[config.mk]
export PLATFORM = sky130hd
export DESIGN_NAME = htd_cell
export DESIGN_NICKNAME = d
export VERILOG_FILES = /design/src/rtl/core/htd_pkg.sv /design/src/rtl/core/htd_cell.sv
export SDC_FILE = /design/constraint.sdc
export NUM_CORES = 1
export LEC_CHECK = 0
export CAP_MARGIN = 0
export CORE_ASPECT_RATIO = 0.6
export CORE_UTILIZATION = 58
export CTS_CLUSTER_DIAMETER = 30
export DETAILED_ROUTE_END_ITERATION = 6
export DONT_BUFFER_PORTS = 1
export HOLD_SLACK_MARGIN = 0.03
export PLACE_DENSITY = 0.74
export SLEW_MARGIN = 10
export SYNTH_ARGS = -nofsm -noshare
export SYNTH_HDL_FRONTEND = slang
export SYNTH_SLANG_ARGS = --single-unit
[constraint.sdc]
create_clock -name clk_i -period 2 [get_ports clk_i]
set_clock_uncertainty 0.15 [all_clocks]
set_input_delay 0.4 -clock clk_i [delete_from_list [all_inputs] [get_ports clk_i]]
set_output_delay 0.4 -clock clk_i [all_outputs]
set_load 0.005 [all_outputs]
[src/rtl/core/htd_pkg.sv]
// Shared types and constants for the table-driven Huffman decoder.
package htd_pkg;

  localparam int SymbolCountDef = 256;
  localparam int CodeBitsDef    = 31;
  localparam int GroupSize      = 16;
  localparam int PadLimit       = 7;

  typedef enum logic [1:0] {
    REQ_LOAD   = 2'd0,
    REQ_DECODE = 2'd1,
    REQ_FINISH = 2'd2,
    REQ_NONE   = 2'd3
  } req_e;

  typedef enum logic [1:0] {
    CFG_MAX_LEN = 2'd0,
    CFG_ROOM    = 2'd1
  } cfg_idx_e;

  typedef enum logic [2:0] {
    S_IDLE,
    S_BIT,
    S_CMP,
    S_GRP,
    S_RES,
    S_END,
    S_FIN
  } state_e;

  typedef struct packed {
    logic       done;
    logic       status;
    logic       sym_valid;
    logic [7:0] symbol;
    logic       last;
  } result_t;

endpackage

[src/rtl/core/htd_cell.sv]
// One table entry: stored code and length, compared against the shared accumulator.
module htd_cell import htd_pkg::*; #(
  parameter int CODE_BITS = CodeBitsDef
) (
  input  logic                 clk_i,
  input  logic                 rst_ni,
  input  logic                 wr_en_i,
  input  logic [CODE_BITS-1:0] wr_code_i,
  input  logic [4:0]           wr_len_i,
  input  logic [CODE_BITS-1:0] cmp_code_i,
  input  logic [4:0]           cmp_len_i,
  output logic                 match_o
);

  logic [CODE_BITS-1:0] code_q;
  logic [4:0]           len_q;
  logic                 match_q;

  always_ff @(posedge clk_i) begin
    if (wr_en_i) begin
      code_q <= wr_code_i;
    end
  end

  always_ff @(posedge clk_i or negedge rst_ni) begin
    if (!rst_ni) begin
      len_q   <= '0;
      match_q <= 1'b0;
    end else begin
      if (wr_en_i) begin
        len_q <= wr_len_i;
      end
      match_q <= (len_q != 5'd0) && (len_q == cmp_len_i) && (code_q == cmp_code_i);
    end
  end

  assign match_o = match_q;

endmodule
======== Yosys cells after proc, flatten, opt, wreduce, memory -nomap -nowiden ========
Index checks and enable logic that the tools add are counted.
word-level totals
  bits in registers ....................... 37
  output and inout port bits .............. 1
  logic and storage cells ................. 8
cells by class
  equal/unequal tests ..................... 2
  reductions and logical operators ........ 3
operator list
  kind               count
  $eq 31x31->1       1
  $eq 5x5->1         1
  $reduce_bool 5->1  1
  $logic_and 1x1->1  2

======== Longest topological paths before layout ========
  word-level depth ........................ 3
  depth in mapped cells ................... 4
  mapped depth without buffers ............ 4

======== Worst setup path after synthesis ========
Ideal clock, no wire load.
  path kind ............................... register to register
  start point ............................. reg len_q[0]
  end point ............................... reg match_q, in the netlist match_o
  library setup time ...................... 0.125 ns
  arrival time ............................ 1.106 ns
  slack ................................... 0.619 ns
  cell stages (with the launch flop) ...... 4
  path through ............................ dfrtp_1 > or4_1 > a21oi_1 > nor4_2
between the ends
  word-level cells in the longest chain between the ends .. 3
RTL lines
  item                                             line            source
  start, declared                                  htd_cell.sv:16  logic [4:0] len_q;
  start signal, assigned                           htd_cell.sv:31  len_q <= wr_len_i;
  $eq 5x5->1 or $reduce_bool 5->1 (tied branches)  htd_cell.sv:33  match_q <= (len_q != 5'd0) && (len_q == cmp_len_i) && (code_q == cmp_code_i);
  $logic_and 1x1->1 * (2 in a row)                 htd_cell.sv:33
  end signal, assigned                             htd_cell.sv:33
  end, declared                                    htd_cell.sv:17  logic match_q;
Every way passes the cells marked *; elsewhere a longest branch is shown, timed or not.
A chain may end at the register's enable or synchronous reset.

======== Worst setup path after layout ========
Ends and elaborated chain as after synthesis.

==> impl_metrics.tcl <==
set metrics [dict create \
    hp-start "wr_code_i[28]" \
    slew_headroom 0.750 \
    multi_input_area_um2 490 \
    row_count 14 \
    status "completed" \
    slew_viol_final 0 \
    design_area_mm2 0.00173 \
    rrSetupSlack_ns 0.52 \
    finalWorstPathRequiredPeriod_ns 1.48 \
    cp_cell_sequence "or4_1, a21oi_1, nor4_2" \
    antenna_found_initial 0 \
    syn_area_mm2 0.00158 \
    synthCells 92 \
    cts_made_buffers 5 \
    period_share 0.741 \
    htree_num_levels 2 \
    initial_utilization 0.620 \
    die-area_mm2 0.00294 \
    reg2reg_depth 3 \
    core-area_mm2 0.00254 \
    clockBufferDepth 2 \
    cts_tree "yes" \
    ys_ff_latch 37 \
    final_net_count 175 \
    wl_per_cell_um 17.2 \
    diodes 0 \
    finalHoldViolations 0 \
    dieWidth_um 69.3 \
    track_usage 0.175 \
    fin_tns_setup_ns 0 \
    critPathSlowestCell "or4_1" \
    layout_common_cells "xor2_1, edfxtp_1, dfrtp_1" \
    drt_wl_total_um 2280 \
    arrival_ns 1.50 \
    grt_max_degree 37 \
    r2r-end "match_o" \
    synthDistinctLibCells 12 \
    crit_fanout 3 \
    ir_worst_vdd_uv 713 \
    via_per_inst 5.66 \
    clock_sinks 37 \
    cts-root-buf "clkbuf_8" \
    slowest_delay_ns 0.55 \
    synth_fp_nets 167 \
    finalSetupViolCount 0 \
    crit_buf_inv 0 \
    hold_buffers 1 \
    tightest_slew_ns 0.371 \
    area.sequential_mm2 0.00108 \
    synth-seq-area-share 0.686 \
    hold_class "primary input to flip-flop" \
    fmax_ghz 0.675 \
    clk_pin_slew_ns 0.07 \
    drtAntennaViolNets 0 \
    postCtsSetupBuffers 0 \
    grt_pass1_wl_um 3570 \
    p_leak_nw 0.608 \
    drtPass1Iterations 4 \
    cp-start-kind "flip-flop" \
    insertion_delay_ns 0.28 \
    placed_area_mm2 0.00162 \
    rr_startpoint "len_q[0]" \
    rsz0062_at_grt "no" \
    io_pins 76 \
    drt_iter0_markers 27 \
    die_h_um 42.4 \
    io_buffers 0 \
    drc 0 \
    maxCapViolations 0 \
    syn2layout_area_growth_pct 9.93 \
    min_to "code_q[28]" \
    grt_overflow 0 \
    syn_avg_cell_area_um2 17.1 \
    path_class "flip-flop to flip-flop" \
    hold_depth 0 \
    post_cts_resize_count 0 \
    drive_gt1_frac 0.168 \
    crit_required_ns 2.01 \
    critPathTopFamily "simple AND/OR/NAND/NOR gates" \
    end_kind "flip-flop" \
    gp_congestion 0.720 \
    fillers 178 \
    ys_warn_count 0 \
    dr_total_vias 753 \
    grt_pass1_vias 766 \
    cellPowerDensity_mw_per_mm2 950 \
]
==> worst max path at each step <==
stage / slack [ns] / end / startpoint / cells after the start
after floorplan: 0.62 / match_o / len_q[0] / 3
after global placement: 0.51 / match_o / cmp_code_i[11] / 4
after detailed placement: 0.49 / match_o / cmp_code_i[17] / 4
after CTS: 0.49 / match_o / len_q[3] / 4
after global routing: 0.44 / match_o / code_q[11] / 4
final: 0.52 / match_o / len_q[0] / 3
==> final cells by class <==
cell class,count,area share
Clock buffer,6,0.0419
Inverter,1,0.00217
Clock inverter,2,0.0195
Timing Repair Buffer,1,0.00578
Tap cell,32,0.0231
Sequential cell,37,0.624
Multi-Input combinational cell,54,0.283
==> per-stage QoR <==
step / setup slack [ns] / std cells / power, mW / hold slack (ns) / utilization
4_1_cts: 0.491 / 133 / 1.67 / 0.0527 / 0.682
5_1_grt: 0.435 / 133 / 1.72 / 0.0414 / 0.682
3_5_place_dp: 0.494 / 124 / 1.05 / -0.0455 / 0.636
6_report: 0.518 / 133 / 1.64 / 0.0649 / 0.682
2_1_floorplan: 0.619 / 92 / 1.03 / -0.0456 / -
3_3_place_gp: 0.507 / 124 / 1.05 / -0.0454 / 0.636
==> cell usage after synthesis <==
| library cell | n | share of area |
|---|---|---|
| inv_1 | 1 | 0.0024 |
| nand4_1 | 3 | 0.012 |
| nor4_1 | 3 | 0.012 |
| edfxtp_1 | 31 | 0.59 |
| nor4_2 | 5 | 0.040 |
| dfrtp_1 | 6 | 0.095 |
| xor2_1 | 31 | 0.17 |
| or4_1 | 1 | 0.0048 |
| a2111oi_2 | 1 | 0.0095 |
| a21oi_1 | 1 | 0.0032 |
| xnor2_1 | 4 | 0.022 |
| mux2_2 | 5 | 0.036 |
==> routing by layer <==
metal / global-route usage / wire (um)
met5: 0 / 0
met4: 0.0735 / 26
met3: 0.101 / 191
met2: 0.268 / 1120
met1: 0.202 / 941
==> sequential cells by signal, indices dropped and copies added (netlist names) <==
register	flops
len_q	5
match_o	1
code_q	31
==> report_power, final <==
group | internal, mW | leakage (nW) | switching (mW)
registers | 0.905 | 0.376 | 0.0309
logic | 0.0587 | 0.180 | 0.0436
clock network | 0.368 | 0.0528 | 0.238
==> logic make-up (layout without fill, tap and decap cells) <==
logic type                after synthesis  count (layout)  share of synthesized area
DFF                                    37              37                      0.686
xor gates and xnor gates               35              35                      0.195
and+or+nand+nor                        12              12                     0.0683
muxes                                   5               5                     0.0357
AOI/OAI and AO/OA                       2               2                     0.0127
buffers and inverters                   1              10                    0.00238
No activity file was read; power rests on OpenSTA's default activity.
